## src/rtl/core/cfs_pkg.sv

```systemverilog
// Shared types and constants for the CSV field splitter.
// Holds the parser state, the result record and the byte and kind codes.
// No dependencies.
package cfs_pkg;

    // Fixed byte codes that the parser tests for or emits.
    localparam logic [7:0] BYTE_CR        = 8'd13;
    localparam logic [7:0] BYTE_LF        = 8'd10;
    localparam logic [7:0] BYTE_BACKSLASH = 8'd92;
    localparam logic [7:0] BYTE_N         = 8'd110;

    // Reset values of the configuration registers.
    localparam logic [7:0] SEPARATOR_RESET = 8'd44;
    localparam logic [7:0] QUOTE_RESET     = 8'd34;

    // Position count codes; the count saturates at the top value.
    localparam logic [1:0] POS_SECOND = 2'd2;
    localparam logic [1:0] POS_MAX    = 2'd3;

    // Configuration register indexes.
    localparam logic CFG_SEPARATOR = 1'b0;
    localparam logic CFG_QUOTE     = 1'b1;

    // Result kinds.
    typedef enum logic [2:0] {
        KIND_CHAR        = 3'd0,
        KIND_FIELD       = 3'd1,
        KIND_LINE        = 3'd2,
        KIND_FIELD_INPUT = 3'd3,
        KIND_INPUT       = 3'd4
    } kind_t;

    // Parser state carried from byte to byte.
    typedef struct packed {
        logic       at_field_start;
        logic       in_quoted;
        logic       pending_quote;
        logic [7:0] previous_byte;
        logic [1:0] position_count;
    } state_t;

    localparam state_t STATE_RESET = '{
        at_field_start: 1'b1,
        in_quoted:      1'b0,
        pending_quote:  1'b0,
        previous_byte:  8'd0,
        position_count: 2'd0
    };

    // Configuration seen by the decoder.
    typedef struct packed {
        logic [7:0] separator_char;
        logic [7:0] quote_char;
    } cfg_t;

    // One result item.
    typedef struct packed {
        logic [7:0] out_byte;
        kind_t      kind;
        logic       last;
    } result_t;

endpackage

```

## src/rtl/core/csv_field_splitter.sv

```systemverilog
// Top level of the CSV field splitter: configuration registers, parser
// state and the result queue. Depends on cfs_pkg, cfs_decode and
// cfs_result_queue.
//
// Usage: each input request carries one text byte or an end-of-input mark.
// The block strips the quotes of quoted fields and sends field characters
// and marks for field end, line end and input end on the result channel.
// A request may cause zero, one or two results; m_last flags the final one.
// The user sets separator and quote bytes through the write port only
// while idle; the block itself does not enforce this.
// A result is registered in the result queue before it is offered.
// Throughput: one request per cycle while each request gives at most one
// result and the receiver is ready; two results of one request leave the
// queue in turn. The four-entry result queue sets this: s_ready is high
// while at least two entries are free.
// Reset clears the parser state, empties the queue and loads comma and
// double quote. When the receiver stalls, results collect in the queue and
// s_ready drops once fewer than two entries are free.
module csv_field_splitter (
    input  logic       aclk,
    input  logic       aresetn,
    input  logic       s_valid,
    output logic       s_ready,
    input  logic [7:0] s_in_byte,
    input  logic       s_end_of_input,
    output logic       m_valid,
    input  logic       m_ready,
    output logic [7:0] m_out_byte,
    output logic [2:0] m_kind,
    output logic       m_last,
    input  logic       cfg_we,
    input  logic       cfg_index,
    input  logic [7:0] cfg_wdata
);
    import cfs_pkg::*;

    cfg_t             cfg_reg;
    state_t           state_reg, state_next;
    logic [1:0]       res_count;
    result_t [1:0]    res;
    result_t          head;
    logic             accept;
    logic [1:0]       push_count;

    assign accept     = s_valid && s_ready;
    assign push_count = accept ? res_count : 2'd0;

    // Configuration registers.
    always_ff @(posedge aclk) begin
        if (!aresetn) begin
            cfg_reg.separator_char <= SEPARATOR_RESET;
            cfg_reg.quote_char     <= QUOTE_RESET;
        end else if (cfg_we) begin
            case (cfg_index)
                CFG_SEPARATOR: cfg_reg.separator_char <= cfg_wdata;
                CFG_QUOTE:     cfg_reg.quote_char     <= cfg_wdata;
                default:       cfg_reg                <= cfg_reg;
            endcase
        end
    end

    // Parser state advances on each accepted request.
    always_ff @(posedge aclk) begin
        if (!aresetn) begin
            state_reg <= STATE_RESET;
        end else if (accept) begin
            state_reg <= state_next;
        end
    end

    cfs_decode u_decode (
        .state        (state_reg),
        .cfg          (cfg_reg),
        .in_byte      (s_in_byte),
        .end_of_input (s_end_of_input),
        .state_next   (state_next),
        .res_count    (res_count),
        .res          (res)
    );

    cfs_result_queue u_queue (
        .aclk       (aclk),
        .aresetn    (aresetn),
        .push_count (push_count),
        .push_data  (res),
        .has_room   (s_ready),
        .m_valid    (m_valid),
        .m_ready    (m_ready),
        .head       (head)
    );

    assign m_out_byte = head.out_byte;
    assign m_kind     = head.kind;
    assign m_last     = head.last;

endmodule

```

## src/rtl/core/cfs_decode.sv

```systemverilog
// Per-byte decision logic of the CSV field splitter.
// Maps the current state, the configuration and one request to the next
// state and up to two results. Depends on cfs_pkg.
module cfs_decode (
    input  cfs_pkg::state_t       state,
    input  cfs_pkg::cfg_t         cfg,
    input  logic [7:0]            in_byte,
    input  logic                  end_of_input,
    output cfs_pkg::state_t       state_next,
    output logic [1:0]            res_count,
    output cfs_pkg::result_t [1:0] res
);
    import cfs_pkg::*;

    logic prev_is_quote;
    logic advance;

    assign prev_is_quote = (state.previous_byte == cfg.quote_char);

    // Classify the byte and decide on results and the next state.
    always_comb begin
        state_next = state;
        res_count  = 2'd0;
        res        = '0;
        advance    = 1'b1;

        if (!end_of_input && in_byte == cfg.quote_char) begin
            if (state.at_field_start) begin
                state_next.at_field_start = 1'b0;
                state_next.pending_quote  = 1'b0;
                state_next.in_quoted      = 1'b1;
            end else if (!state.in_quoted) begin
                res[0]    = '{cfg.quote_char, KIND_CHAR, 1'b0};
                res_count = 2'd1;
                state_next.pending_quote = 1'b0;
            end else if (prev_is_quote) begin
                if (state.pending_quote) begin
                    res[0]    = '{cfg.quote_char, KIND_CHAR, 1'b0};
                    res_count = 2'd1;
                    state_next.pending_quote = 1'b0;
                end else if (state.position_count != POS_SECOND) begin
                    state_next.pending_quote = 1'b1;
                end
            end
        end else if (!end_of_input && (in_byte == BYTE_CR || in_byte == BYTE_LF)) begin
            if (state.in_quoted && (!prev_is_quote || state.pending_quote)) begin
                res[0]    = '{in_byte, KIND_CHAR, 1'b0};
                res_count = 2'd1;
                state_next.pending_quote = 1'b0;
            end else if (state.position_count == POS_SECOND && prev_is_quote) begin
                // A line end after a quote in second place is spelled out.
                res[0]    = '{BYTE_BACKSLASH, KIND_CHAR, 1'b0};
                res[1]    = '{BYTE_N, KIND_CHAR, 1'b0};
                res_count = 2'd2;
                state_next.pending_quote = 1'b0;
            end else begin
                res[0]     = '{8'd0, KIND_LINE, 1'b0};
                res_count  = 2'd1;
                state_next = STATE_RESET;
                advance    = 1'b0;
            end
        end else if (end_of_input) begin
            if (state.at_field_start) begin
                res[0]    = '{8'd0, KIND_INPUT, 1'b0};
                res_count = 2'd1;
            end else if (state.in_quoted && state.pending_quote) begin
                res[0]    = '{cfg.quote_char, KIND_CHAR, 1'b0};
                res[1]    = '{8'd0, KIND_FIELD_INPUT, 1'b0};
                res_count = 2'd2;
            end else begin
                res[0]    = '{8'd0, KIND_FIELD_INPUT, 1'b0};
                res_count = 2'd1;
            end
            state_next = STATE_RESET;
            advance    = 1'b0;
        end else if (in_byte == cfg.separator_char) begin
            if (state.in_quoted && !(prev_is_quote && state.position_count == POS_MAX)) begin
                res[0]    = '{in_byte, KIND_CHAR, 1'b0};
                res_count = 2'd1;
            end else if (state.in_quoted && state.pending_quote) begin
                res[0]    = '{cfg.quote_char, KIND_CHAR, 1'b0};
                res[1]    = '{in_byte, KIND_CHAR, 1'b0};
                res_count = 2'd2;
            end else begin
                // Field end: back to a fresh field.
                res[0]    = '{8'd0, KIND_FIELD, 1'b0};
                res_count = 2'd1;
                state_next.at_field_start = 1'b1;
                state_next.in_quoted      = 1'b0;
                state_next.position_count = 2'd0;
            end
            state_next.pending_quote = 1'b0;
        end else begin
            if (state.pending_quote) begin
                res[0]    = '{cfg.quote_char, KIND_CHAR, 1'b0};
                res[1]    = '{in_byte, KIND_CHAR, 1'b0};
                res_count = 2'd2;
            end else begin
                res[0]    = '{in_byte, KIND_CHAR, 1'b0};
                res_count = 2'd1;
            end
            state_next.pending_quote  = 1'b0;
            state_next.at_field_start = 1'b0;
        end

        // Record the byte and bump the saturating position count.
        if (advance) begin
            state_next.previous_byte = in_byte;
            if (state_next.position_count != POS_MAX) begin
                state_next.position_count = state_next.position_count + 2'd1;
            end
        end

        // Flag the final result of this request.
        if (res_count == 2'd1) begin
            res[0].last = 1'b1;
        end else if (res_count == 2'd2) begin
            res[1].last = 1'b1;
        end
    end

endmodule

```

## src/rtl/core/cfs_result_queue.sv

```systemverilog
// Small result queue of the CSV field splitter.
// Takes up to two results per cycle and hands out one per cycle while the
// receiver is ready. Depends on cfs_pkg.
module cfs_result_queue (
    input  logic                   aclk,
    input  logic                   aresetn,
    input  logic [1:0]             push_count,
    input  cfs_pkg::result_t [1:0] push_data,
    output logic                   has_room,
    output logic                   m_valid,
    input  logic                   m_ready,
    output cfs_pkg::result_t       head
);
    import cfs_pkg::*;

    localparam int DEPTH = 4;
    localparam int PTR_W = $clog2(DEPTH);
    localparam int CNT_W = $clog2(DEPTH + 1);

    result_t            mem_reg [DEPTH];
    logic [PTR_W-1:0]   wr_ptr_reg, wr_ptr_next;
    logic [PTR_W-1:0]   rd_ptr_reg, rd_ptr_next;
    logic [CNT_W-1:0]   count_reg, count_next;
    logic               pop;
    logic [PTR_W-1:0]   wr_ptr_plus1;

    // A new request may bring two results, so keep two slots free.
    assign has_room     = (count_reg <= CNT_W'(DEPTH - 2));
    assign m_valid      = (count_reg != '0);
    assign head         = mem_reg[rd_ptr_reg];
    assign pop          = m_valid && m_ready;
    assign wr_ptr_plus1 = wr_ptr_reg + PTR_W'(1);

    // Pointer and fill-level update.
    always_comb begin
        wr_ptr_next = wr_ptr_reg + PTR_W'(push_count);
        rd_ptr_next = pop ? rd_ptr_reg + PTR_W'(1) : rd_ptr_reg;
        count_next  = count_reg + CNT_W'(push_count) - CNT_W'(pop);
    end

    always_ff @(posedge aclk) begin
        if (!aresetn) begin
            wr_ptr_reg <= '0;
            rd_ptr_reg <= '0;
            count_reg  <= '0;
        end else begin
            wr_ptr_reg <= wr_ptr_next;
            rd_ptr_reg <= rd_ptr_next;
            count_reg  <= count_next;
        end
    end

    // Result storage; payload needs no reset.
    always_ff @(posedge aclk) begin
        if (push_count != 2'd0) begin
            mem_reg[wr_ptr_reg] <= push_data[0];
        end
        if (push_count == 2'd2) begin
            mem_reg[wr_ptr_plus1] <= push_data[1];
        end
    end

endmodule

```

## config.mk

```make
export PLATFORM = sky130hd
export DESIGN_NAME = csv_field_splitter
export DESIGN_NICKNAME = d
export VERILOG_FILES = /design/src/rtl/core/cfs_pkg.sv /design/src/rtl/core/csv_field_splitter.sv /design/src/rtl/core/cfs_decode.sv /design/src/rtl/core/cfs_result_queue.sv
export SDC_FILE = /design/constraint.sdc
export NUM_CORES = 1
export LEC_CHECK = 0
export BUFFER_PORTS_ARGS = -buffer_cell sky130_fd_sc_hd__buf_2
export CORE_UTILIZATION = 55
export DETAILED_ROUTE_END_ITERATION = 12
export GPL_TIMING_DRIVEN = 0
export PLACE_DENSITY = 0.74
export SLEW_MARGIN = 30
export SYNTH_ARGS = -nofsm -noshare
export SYNTH_HDL_FRONTEND = slang
export SYNTH_HIERARCHICAL = 1
export SYNTH_SLANG_ARGS = --single-unit
```

## constraint.sdc

```tcl
create_clock -name aclk -period 4.6 [get_ports aclk]
set_input_delay 0.92 -clock aclk [delete_from_list [all_inputs] [get_ports aclk]]
set_output_delay 0.92 -clock aclk [all_outputs]
set_load 0.1 [all_outputs]
```

# After elaboration in Yosys (flattened, before gate mapping)

Memories as Yosys holds them, arrays and structs flattened. A register that Yosys moved wholly into a read port is not among the register bits.
Index checks and enable logic that the tools add are counted.

$mul: 0
Muxes and demuxes: 77
Shift operators: 0
Add/sub/neg operators: 6
Divide/modulo/power cells: 0
Reductions and logical operators: 24
Equal/unequal tests: 23
Bitwise operators: 1
Magnitude comparators: 1

Operator list:

| operator                                             | count |
|---|---|
| 2-to-1 mux 12 bit                                    | 15 |
| 2-to-1 mux 24 bit                                    | 3 |
| 2-to-1 mux 2 bit                                     | 25 |
| 2-to-1 mux 10 bit                                    | 4 |
| 2-to-1 mux 11 bit                                    | 3 |
| equality test 8 bit                                  | 3 |
| 2-to-1 mux 1 bit                                     | 21 |
| equality test 8 x 4 -> 1 bit (second input constant) | 2 |
| 2-to-1 mux 13 bit                                    | 1 |
| 2-to-1 mux 3 bit                                     | 4 |
| != test 3 x 2 -> 1 bit (second input constant)       | 4 |
| != test 5 x 3 -> 1 bit (second input constant)       | 2 |
| AND reduction 5 bit                                  | 2 |
| logical AND 1 bit                                    | 9 |
| equality test 2 bit (second input constant)          | 4 |
| 2-to-1 mux 8 bit                                     | 1 |
| != test 4 x 2 -> 1 bit (second input constant)       | 2 |
| AND reduction 7 bit                                  | 1 |
| adder 2 x 1 -> 2 bit (second input constant)         | 3 |
| != test 2 bit (second input constant)                | 3 |
| AND reduction 2 bit                                  | 3 |
| nonzero test 3 bit                                   | 2 |
| != test 4 x 3 -> 1 bit (second input constant)       | 1 |
| nonzero test 4 bit                                   | 1 |
| other kinds (10)                                     | 13 |

Bits in latches: 0
Output and inout bits: 14
Memory bits (writable): 48
ROM bits: 0
Logic and storage cells: 143
Memories: 1
Bits of input ports: 23
Flip-flop bits (word level): 36

Memories:

| name            | words | bits a word | read ports | clocked after memory_dff | write ports | line                   | source |
|---|---|---|---|---|---|---|---|
| u_queue.mem_reg | 4     | 12          | 1          | 1                        | 2           | cfs_result_queue.sv:20 | `result_t mem_reg [DEPTH];` |

# Longest topological paths before layout

Gate-level depths: netlist of the first run.

Depth after elaboration: 13
Mapped depth: 14
Gate-level depth less buffers: 12

# Cells and area by module

The synthesis of the first run kept the hierarchy.

By module, submodules not included:

| module             | sequential area each (um^2) | times used | area an instance (um^2) | cells each |
|---|---|---|---|---|
| cfs_result_queue   | 1,621.6                     | 1          | 2,906.5                 | 167 |
| cfs_decode         | 0.0                         | 1          | 1,189.9                 | 177 |
| csv_field_splitter | 580.6                       | 1          | 1,168.6                 | 130 |

# Worst setup path after synthesis of the first run

OpenSTA, ideal clock, no wires.

Path kind: input to register
From: input s_in_byte[0]
To: memory u_queue/mem_reg[2][0] in the netlist's numbering (enable)
Path buffers: 1
Path slack: 0.405 ns
Library setup time: 0.385 ns
Arrival time: 3.810 ns
Data required time: 4.215 ns
Cell stages on the path: 9
Cells stage by stage: buf_6 > or3b_4 > a2111oi_4 > nor2_1 > a21boi_0 > a21oi_1 > and3_1 > or3b_2 > a21oi_1

RTL lines:

| item        | line                     | source |
|---|---|---|
| from (decl) | csv_field_splitter.sv:24 | `input logic [7:0] s_in_byte,` |
| to (decl)   | cfs_result_queue.sv:20   |  |

==> impl_metrics.json, run 1 <==
{
  "syn-num-nets": 502,
  "layout.nets": 543,
  "synthTopCellsByArea": "edfxtp_1 27%, dfxtp_1 14%, mux2_2 8.8%",
  "rr_endpoint": "u_queue/mem_reg[2][6]$_DFFE_PP_",
  "slowest_stage": "or3b_2",
  "grt.overflow.total": 0,
  "die_height_um": 99.8,
  "synth_compound_area_share_pct": 9.93,
  "drt_iter0_drc": 233,
  "worst-r2r-cell-count": 9,
  "die_area_um2": 9970,
  "pre_cts_ws_ns": -0.235,
  "max_slew_margin_pct": 46.5,
  "grtUsageTotal_pct": 25.7,
  "r2r_start": "cfg_reg[5]$_SDFFE_PN1P_",
  "numCtsBuffers": 9,
  "status": "finished clean",
  "worst_hold_slack_ns": 0.464,
  "synth_sequential_area_ratio_pct": 41.8,
  "async_flop_share_pct": 0,
  "drc_errors": 0,
  "rsz0062_at_grt": "false",
  "yosys.area_share.simple_pct": 16.9,
  "switchingPower_w": 0.00103,
  "post-route-period-util_pct": 94.3,
  "reg2reg_slack_ns": 0.57,
  "drt_pass1_iterations": 7,
  "cts_setup_buffers": 0,
  "largest_reg_flops": 48,
  "synth_cell_types": 69,
  "core-area_um2": 9240,
  "ys_ff_latch": 86,
  "synth_ff_type": "edfxtp_1",
  "cts_root_buffer": "clkbuf_8",
  "antenna_found_initial": 0,
  "start_kind": "primary input",
  "cp_top_family": "compound AO/OA/AOI/OAI gates",
  "synthMuxAreaShare_pct": 19.6,
  "whs_path_depth": 2,
  "synth.cell_area_um2": 5270,
  "finClkSkew_ns": 0.0100,
  "avgSynthCellArea_um2": 11.1,
  "initial_core_util_pct": 57.0,
  "postCtsHoldBufs": 0,
  "path_clk_slew_ns": 0.08,
  "power_frac_comb_pct": 39.2,
  "power_leakage_nw": 2.12,
  "synth_top_cell_by_area": "edfxtp_1",
  "dp_hpwl_mm": 8.69,
  "cp_common_cell": "clkbuf_1",
  "peakVddDrop_mv": 0.276,
  "power.density_nw_per_um2": 428,
  "area_delta_synth_final_pct": 10.3,
  "routed_via_density": 5.91,
  "seqPwrFrac_pct": 39.3,
  "drv_slew": 0,
  "worst-path-buf-inv": 3,
  "cts_tree": "yes",
  "synth_top_family_by_area": "multiplexers",
  "slowest_delay_ns": 0.56,
  "critical_path_class": "primary input to register",
  "insertion_delay_ns": 0.36,
  "synth_top_cell_area_share_pct": 27.4,
  "cts_max_level": 3,
  "required_ns": 4.59,
  "ys.warnings.count": 6,
  "clock_path_buffers": 2,
  "setup_viol_count_final": 0,
  "pwr-share-clk_pct": 21.5,
  "cap_viol_max_count": 0,
  "cp_max_fo": 12,
  "cp.arrival_ns": 4.33,
  "synth_common_cells": "48 x edfxtp_1, 43 x nand2_1, 41 x mux2_2",
  "worstPathCellList": "clkbuf_1, inv_2, nand2_1, or3_1, clkbuf_1, o21a_1, a21boi_0, a21oi_1, and3_1, or3b_2, a21oi_4",
  "fillers": 754,
  "pin_count": 37,
  "die_w_um": 99.8,
  "synth_edf_count": 48,
  "wl_mm": 12.0,
  "postRouteAntennaNets": 0,
  "vias": 3838,
  "holdPathEnd": "state_reg[8]$_SDFFE_PN0P_",
  "grt_max_degree": 16,
  "worst_pin_slew_ns": 0.802,
  "cts_sinks": 86,
  "wl_per_cell_um": 18.5,
  "crit_path_end_kind": "register",
  "layout-drive-gt1-share_pct": 29.8,
  "p_int_w": 0.00145,
  "grt_pass1_wl_mm": 19.5,
  "min_from": "state_reg[8]$_SDFFE_PN0P_",
  "gp_congestion": 1.00,
  "hp-class": "register to register",
  "final.setup.worst_slack_ns": 0.261,
  "diodes": 0,
  "synth-xor-area-share_pct": 4.85,
  "swShare_pct": 41.5,
  "cts_resized": 0,
  "fp-row-count": 35,
  "fmax_ghz": 0.230,
  "grt_pass1_vias": 3778,
  "port_buffers": 30,
  "synth_fa_ha_area_share_pct": 1.33,
  "yosysMostFrequentCell": "edfxtp_1",
  "final-hold-violation-count": 0,
  "synthCells": 474,
  "fin_crit_ns": 4.34
}
==> power groups by stage <==
stage | sequential [W] | combinational [W] | clock (W)
final | 0.000977 | 0.000976 | 0.000534
after global routing | 0.000989 | 0.00104 | 0.000575
after CTS | 0.000979 | 0.000977 | 0.000543
after detailed placement | 0.000997 | 0.000974 | 0
after global placement | 0.000989 | 0.000952 | 0
after floorplan | 0.000975 | 0.000821 | 0
==> cell type report <==
cell class | count | area, µm² | area share, %
multi-input cells | 337 | 2810 | 48.3
flip-flops and latches | 86 | 2200 | 37.9
plain buffers | 29 | 206 | 3.56
well taps | 129 | 161 | 2.78
repair buffers | 30 | 150 | 2.59
clock buffers | 9 | 124 | 2.13
inverters | 22 | 82.6 | 1.42
clock inverters | 7 | 73.8 | 1.27
==> cell usage in the layout, fill, tap and decap left out, drive strengths merged, types with 5 or more instances in the layout <==
| cell | instances |
|---|---|
| xnor2 | 16 |
| nand4 | 19 |
| mux2 | 51 |
| xor2 | 8 |
| and2 | 23 |
| nor2b | 7 |
| mux4 | 12 |
| buf | 54 |
| inv | 23 |
| edfxtp | 48 |
| nor2 | 15 |
| dfxtp | 38 |
| nand2 | 43 |
| clkbuf | 14 |
| nand3 | 6 |
| mux2i | 15 |
| a21oi | 11 |
| nor4 | 7 |
| o21ai | 25 |
| o211ai | 5 |
==> worst max-delay path by stage <==
stage               slack, ns  cells after the start            from                               to
finish                   0.26                     11  s_end_of_input  u_queue/mem_reg[2][6]$_DFFE_PP_
global route            0.008                     11  s_end_of_input  u_queue/mem_reg[2][5]$_DFFE_PP_
CTS                      0.13                     11  s_end_of_input  u_queue/mem_reg[2][6]$_DFFE_PP_
detailed placement      -0.23                     11  s_end_of_input  u_queue/mem_reg[2][7]$_DFFE_PP_
global placement        -0.68                     11  s_end_of_input  u_queue/mem_reg[2][7]$_DFFE_PP_
floorplan                0.40                      9    s_in_byte[0]  u_queue/mem_reg[2][0]$_DFFE_PP_
==> logic make-up after synthesis <==
| family | after synthesis |
|---|---|
| simple gates | 152 |
| mux | 78 |
| other cells | 1 |
| buf+inv | 51 |
| xor+xnor | 26 |
| fa+ha+maj | 5 |
| flops | 86 |
| compound gates | 75 |
==> worst reg2reg max path: cells and delay by family (launching register included) <==
| family | cells | cell delay (ns) |
|---|---|---|
| AND/OR/NAND/NOR | 4 | 1.81 |
| XOR/XNOR | 1 | 0.18 |
| flip-flops | 1 | 0.47 |
| AO/OA/AOI/OAI | 4 | 1.20 |
==> through the flow <==
stage          area, µm²  TNS [ns]  std cells  power, W  util, %
6_report            5810         0        649   0.00249     62.8
5_1_grt             5810         0        649   0.00260     62.8
4_1_cts             5790         0        649   0.00250     62.6
3_5_place_dp        5590     -6.91        633   0.00197     60.5
3_3_place_gp        5580    -22.73        633   0.00194     60.4
2_1_floorplan       5270         0        474   0.00180        -
==> layer usage <==
metal | GRT usage (%) | routed length (µm)
met1 | 32.6 | 5310
met4 | 8.14 | 168
met3 | 3.90 | 534
met2 | 45.1 | 6000
met5 | 0 | 0
No activity file was read; power rests on OpenSTA's default activity.
==> run 2, diff against run 1 <==
--- a/config.mk
+++ b/config.mk
@@ -9,8 +9,8 @@
 export CORE_UTILIZATION = 55
 export DETAILED_ROUTE_END_ITERATION = 12
 export GPL_TIMING_DRIVEN = 0
-export PLACE_DENSITY = 0.74
-export SLEW_MARGIN = 30
+export PLACE_DENSITY = 0.77
+export SLEW_MARGIN = 20
 export SYNTH_ARGS = -nofsm -noshare
 export SYNTH_HDL_FRONTEND = slang
 export SYNTH_HIERARCHICAL = 1
==> constraint.sdc (replaced) <==
create_clock -name aclk -period 3.78 [get_ports aclk]
set_input_delay 0.756 -clock aclk [delete_from_list [all_inputs] [get_ports aclk]]
set_output_delay 0.756 -clock aclk [all_outputs]
set_load 0.1 [all_outputs]
==> impl_metrics.json, run 2 (synthesis results as in run 1) <==
{
  "grt_max_degree": 14,
  "largest_reg_flops": 48,
  "place_area_um2": 5590,
  "instances_no_fill": 654,
  "antenna_found_initial": 0,
  "critical_path_class": "primary input to register",
  "final-hold-violation-count": 0,
  "grt_pass1_vias": 3746,
  "area_delta_synth_final_pct": 11.4,
  "worst_hold_slack_ns": 0.462,
  "holdPathEnd": "state_reg[11]$_SDFFE_PN0P_",
  "power.density_nw_per_um2": 504,
  "port_buffers": 30,
  "dp_hpwl_mm": 8.49,
  "wl_mm": 11.9,
  "grt.overflow.total": 0,
  "initial_core_util_pct": 57.0,
  "min_from": "state_reg[11]$_SDFFE_PN0P_",
  "cts_max_level": 3,
  "die_w_um": 99.8,
  "crit_path_end_kind": "register",
  "reg2reg_slack_ns": 0.29,
  "grtUsageTotal_pct": 25.5,
  "layout_commonest_cell": "edfxtp_1",
  "die_area_um2": 9970,
  "r2r_start": "cfg_reg[0]$_SDFFE_PN0P_",
  "cap_viol_max_count": 0,
  "vias": 3819,
  "cp.arrival_ns": 3.72,
  "worst-r2r-cell-count": 12,
  "worst_pin_slew_ns": 0.718,
  "routed_via_density": 5.84,
  "insertion_delay_ns": 0.36,
  "fin_crit_ns": 3.61,
  "layout.nets": 549,
  "max_slew_margin_pct": 51.9,
  "slowest_stage": "or4b_4",
  "drt_iter0_drc": 235,
  "rsz0062_at_grt": "false",
  "finClkSkew_ns": 0.0107,
  "pre_cts_ws_ns": -1.02,
  "diodes": 0,
  "cts_root_buffer": "clkbuf_8",
  "grt_pass1_wl_mm": 19.4,
  "status": "finished clean",
  "cp_top_family": "simple AND/OR/NAND/NOR gates",
  "mostFrequentLayoutCells": "48 x edfxtp_1, 43 x nand2_1, 41 x mux2_2",
  "fmax_ghz": 0.277,
  "cts_sinks": 86,
  "clock_path_buffers": 2,
  "worst-path-buf-inv": 2,
  "start_kind": "primary input",
  "gp_congestion": 0.976,
  "post-route-period-util_pct": 95.6,
  "core-area_um2": 9240,
  "fp-row-count": 35,
  "hp-class": "register to register",
  "die_height_um": 99.8,
  "path_clk_slew_ns": 0.08,
  "whs_path_depth": 2,
  "drc_errors": 0,
  "dp_cells": 633,
  "wl_per_cell_um": 18.2,
  "peakVddDrop_mv": 0.286,
  "cp_max_fo": 10,
  "tns_ns": 0,
  "slowest_delay_ns": 0.58,
  "pin_count": 37,
  "fillers": 772,
  "setup_viol_count_final": 0,
  "layout-drive-gt1-share_pct": 31.2,
  "required_ns": 3.89,
  "worstPathCellList": "buf_2, or4b_4, a2111o_1, o21a_1, a21boi_0, a21oi_1, and3_4, nand4b_1, buf_6, mux2_2",
  "cts_tree": "yes",
  "power_leakage_nw": 2.14,
  "drv_slew": 0,
  "fin_area_um2": 5860,
  "final.setup.worst_slack_ns": 0.165,
  "rr_endpoint": "u_queue/count_reg[2]$_SDFF_PN0_",
  "drt_pass1_iterations": 5,
  "postRouteAntennaNets": 0,
  "numCtsBuffers": 9
}
[run 2: metrics by stage]
step | util, % | power (W)
after floorplan | - | 0.00219
after global placement | 60.5 | 0.00237
after detailed placement | 60.5 | 0.00239
after CTS | 63.1 | 0.00296
after global routing | 63.5 | 0.00309
final | 63.5 | 0.00295
[run 2: area by class of cell]
cell class	count	area (µm²)	area share (%)
Multi-Input combinational cell	337	2840	48.5
Sequential cell	86	2200	37.6
Timing Repair Buffer	37	215	3.67
Buffer	28	204	3.48
Tap cell	129	161	2.75
Clock buffer	11	131	2.24
Inverter	22	82.6	1.41
Clock inverter	4	25.0	0.427
[run 2: worst register-to-register path, stage by stage, from the launching register on]
cell,delay (ns)
dfxtp_1,0.48
xnor2_1,0.17
nand2_1,0.24
nor4b_2,0.39
o21a_1,0.27
a21boi_0,0.33
and3_2,0.33
inv_1,0.09
ha_1,0.28
inv_1,0.04
fa_1,0.37
xnor3_1,0.33
nor2b_1,0.11
[run 2: repair_timing]
item,CTS,global route
buffers inserted,3,4
cloned,0,0
hold buffers,0,0
resized for setup,9,3
setup endpoints to repair,91,59
pin swaps,2,1
[run 2: worst max-delay path by stage]
stage                       startpoint                          endpoint  cells past startpoint
2_1_floorplan             s_in_byte[7]   u_queue/mem_reg[3][0]$_DFFE_PP_                     10
3_3_place_gp              s_in_byte[4]   u_queue/mem_reg[3][5]$_DFFE_PP_                     10
3_5_place_dp              s_in_byte[4]   u_queue/mem_reg[1][5]$_DFFE_PP_                     10
4_1_cts        cfg_reg[3]$_SDFFE_PN0P_   u_queue/count_reg[2]$_SDFF_PN0_                     12
5_1_grt                   s_in_byte[4]  u_queue/mem_reg[0][11]$_DFFE_PP_                     10
6_report                  s_in_byte[4]   u_queue/mem_reg[0][6]$_DFFE_PP_                     10
[run 2: report_power, final]
group / internal (W) / switching [W]
Clock: 0.000233 / 0.000314
Combinational: 0.000367 / 0.000850
Sequential: 0.00112 / 0.0000718
Total: 0.00172 / 0.00124
[run 2: layer usage]
layer  routed length, µm  part of all wire [%]  global-route usage, %  vias up
li1                    -                     -                      -     1843
met1                5260                    44                   32.2     1851
met2                5920                    50                   43.9      109
met3                 536                   4.5                   3.97       16
met4                 197                   1.7                   10.3        0
met5                   0                     0                      0        -
==> run 3, diff against run 2 <==
--- a/config.mk
+++ b/config.mk
@@ -10,6 +10,7 @@
 export DETAILED_ROUTE_END_ITERATION = 12
 export GPL_TIMING_DRIVEN = 0
 export PLACE_DENSITY = 0.77
+export RECOVER_POWER = 50
 export SLEW_MARGIN = 20
 export SYNTH_ARGS = -nofsm -noshare
 export SYNTH_HDL_FRONTEND = slang
==> impl_metrics.json, run 3 (synthesis results as in run 1) <==
{
  "power_leakage_nw": 2.09,
  "drc_errors": 0,
  "numCtsBuffers": 9,
  "use_met3_pct": 3.97,
  "cp.arrival_ns": 3.73,
  "cp_top_family": "simple AND/OR/NAND/NOR gates",
  "busiest_layer": "met2",
  "r2r_start": "cfg_reg[0]$_SDFFE_PN0P_",
  "grt_use_met2_pct": 43.9,
  "setup_viol_count_final": 0,
  "totalPowerFinal_w": 0.00293,
  "gp_congestion": 0.976,
  "min_from": "state_reg[11]$_SDFFE_PN0P_",
  "status": "finished clean",
  "pin_count": 37,
  "worstPathCellList": "buf_2, or4b_4, a2111o_1, o21a_1, a21boi_0, a21oi_1, and3_4, nand4b_1, buf_6, mux2_2",
  "cp_max_fo": 10,
  "fin_crit_ns": 3.62,
  "insertion_delay_ns": 0.36,
  "crit_path_end_kind": "register",
  "final-hold-violation-count": 0,
  "drt_pass1_iterations": 4,
  "cts_max_level": 3,
  "grt.overflow.total": 0,
  "wl_per_cell_um": 18.3,
  "diodes": 0,
  "cts_sinks": 86,
  "grt_pass1_vias": 3746,
  "grt_pass1_wl_mm": 19.4,
  "cap_viol_max_count": 0,
  "crit_start": "s_in_byte[4]",
  "post-route-period-util_pct": 95.7,
  "mostFrequentLayoutCells": "48 x edfxtp_1, 43 x nand2_1, 41 x mux2_2",
  "hp-class": "register to register",
  "cts_root_buffer": "clkbuf_8",
  "power.density_nw_per_um2": 504,
  "fillers": 788,
  "slowest_delay_ns": 0.58,
  "tns_ns": 0,
  "area_delta_synth_final_pct": 10.3,
  "holdPathEnd": "state_reg[11]$_SDFFE_PN0P_",
  "layout.nets": 549,
  "postRouteAntennaNets": 0,
  "max_slew_margin_pct": 21.0,
  "routed_via_density": 5.89,
  "initial_core_util_pct": 57.0,
  "worst_pin_slew_ns": 1.19,
  "rr_endpoint": "u_queue/count_reg[2]$_SDFF_PN0_",
  "die_area_um2": 9970,
  "worst-r2r-cell-count": 12,
  "required_ns": 3.89,
  "core-area_um2": 9240,
  "postCtsHoldBufs": 0,
  "grt_max_degree": 14,
  "die_w_um": 99.8,
  "fmax_ghz": 0.276,
  "port_buffers": 30,
  "worst-path-buf-inv": 2,
  "critical_path_class": "primary input to register",
  "cts_tree": "yes",
  "layout_commonest_cell": "edfxtp_1",
  "wl_mm": 12.0,
  "die_height_um": 99.8,
  "whs_path_depth": 2,
  "fp-row-count": 35,
  "clock_path_buffers": 2,
  "grt.met1_usage_pct": 32.2,
  "layout-drive-gt1-share_pct": 27.0,
  "dp_hpwl_mm": 8.49,
  "rsz0062_at_grt": "false",
  "reg2reg_slack_ns": 0.31,
  "vias": 3849,
  "peakVddDrop_mv": 0.270,
  "grtUsageTotal_pct": 25.5,
  "drv_slew": 0,
  "path_clk_slew_ns": 0.08,
  "largest_reg_flops": 48,
  "slowest_stage": "or4b_4",
  "finClkSkew_ns": 0.0108,
  "antenna_found_initial": 0,
  "drt_iter0_drc": 184,
  "start_kind": "primary input"
}
run 3: how the worst max path moves through the flow:
stage                                                   to  cells after the start
after floorplan            u_queue/mem_reg[3][0]$_DFFE_PP_                     10
after global placement     u_queue/mem_reg[3][5]$_DFFE_PP_                     10
after detailed placement   u_queue/mem_reg[1][5]$_DFFE_PP_                     10
after CTS                  u_queue/count_reg[2]$_SDFF_PN0_                     12
after global routing      u_queue/mem_reg[0][11]$_DFFE_PP_                     10
final                      u_queue/mem_reg[0][6]$_DFFE_PP_                     10
run 3: final cells by class:
cell class	instances	area [µm²]	share of cell area (%)
repair buffers	37	194	3.34
inverters	22	82.6	1.42
flip-flops and latches	86	2200	37.9
multi-input cells	337	2820	48.5
well taps	129	161	2.78
clock inverters	4	25.0	0.431
plain buffers	28	195	3.36
clock buffers	11	131	2.26
run 3: what timing repair did:
item / in CTS / in global routing
setup endpoints to repair: 91 / 59
resized for setup: 9 / 3
setup buffers: 3 / 4
pin swaps: 2 / 1
run 3: power breakdown:
part	switching, W	internal [W]
logic	0.000850	0.000345
clock network	0.000314	0.000233
registers	0.0000714	0.00112
run 3: routing by layer:
layer | wire [µm] | up-vias | share of wire (%)
li1 | - | 1855 | -
met3 | 544 | 23 | 4.5
met4 | 234 | 0 | 2.0
met1 | 5280 | 1853 | 44
met5 | 0 | - | 0
met2 | 5920 | 118 | 49
run 3: worst min-delay path: cells and delay by family, from the launching register on:
| family | cells | cell delay (ns) |
|---|---|---|
| compound gates | 1 | 0.06 |
| flops | 1 | 0.31 |
| simple gates | 1 | 0.05 |
run 3: per-stage QoR:
| step | hold WS (ns) | cell area (µm²) | cells | utilization [%] | setup slack (ns) |
|---|---|---|---|---|---|
| 3_3_place_gp | 0.448 | 5590 | 633 | 60.5 | -0.996 |
| 5_1_grt | 0.475 | 5810 | 654 | 62.9 | 0.0453 |
| 6_report | 0.468 | 5810 | 654 | 62.9 | 0.161 |
| 2_1_floorplan | 0.435 | 5280 | 474 | - | 0.0189 |
| 3_5_place_dp | 0.454 | 5590 | 633 | 60.5 | -1.02 |
| 4_1_cts | 0.466 | 5830 | 651 | 63.1 | 0.0736 |
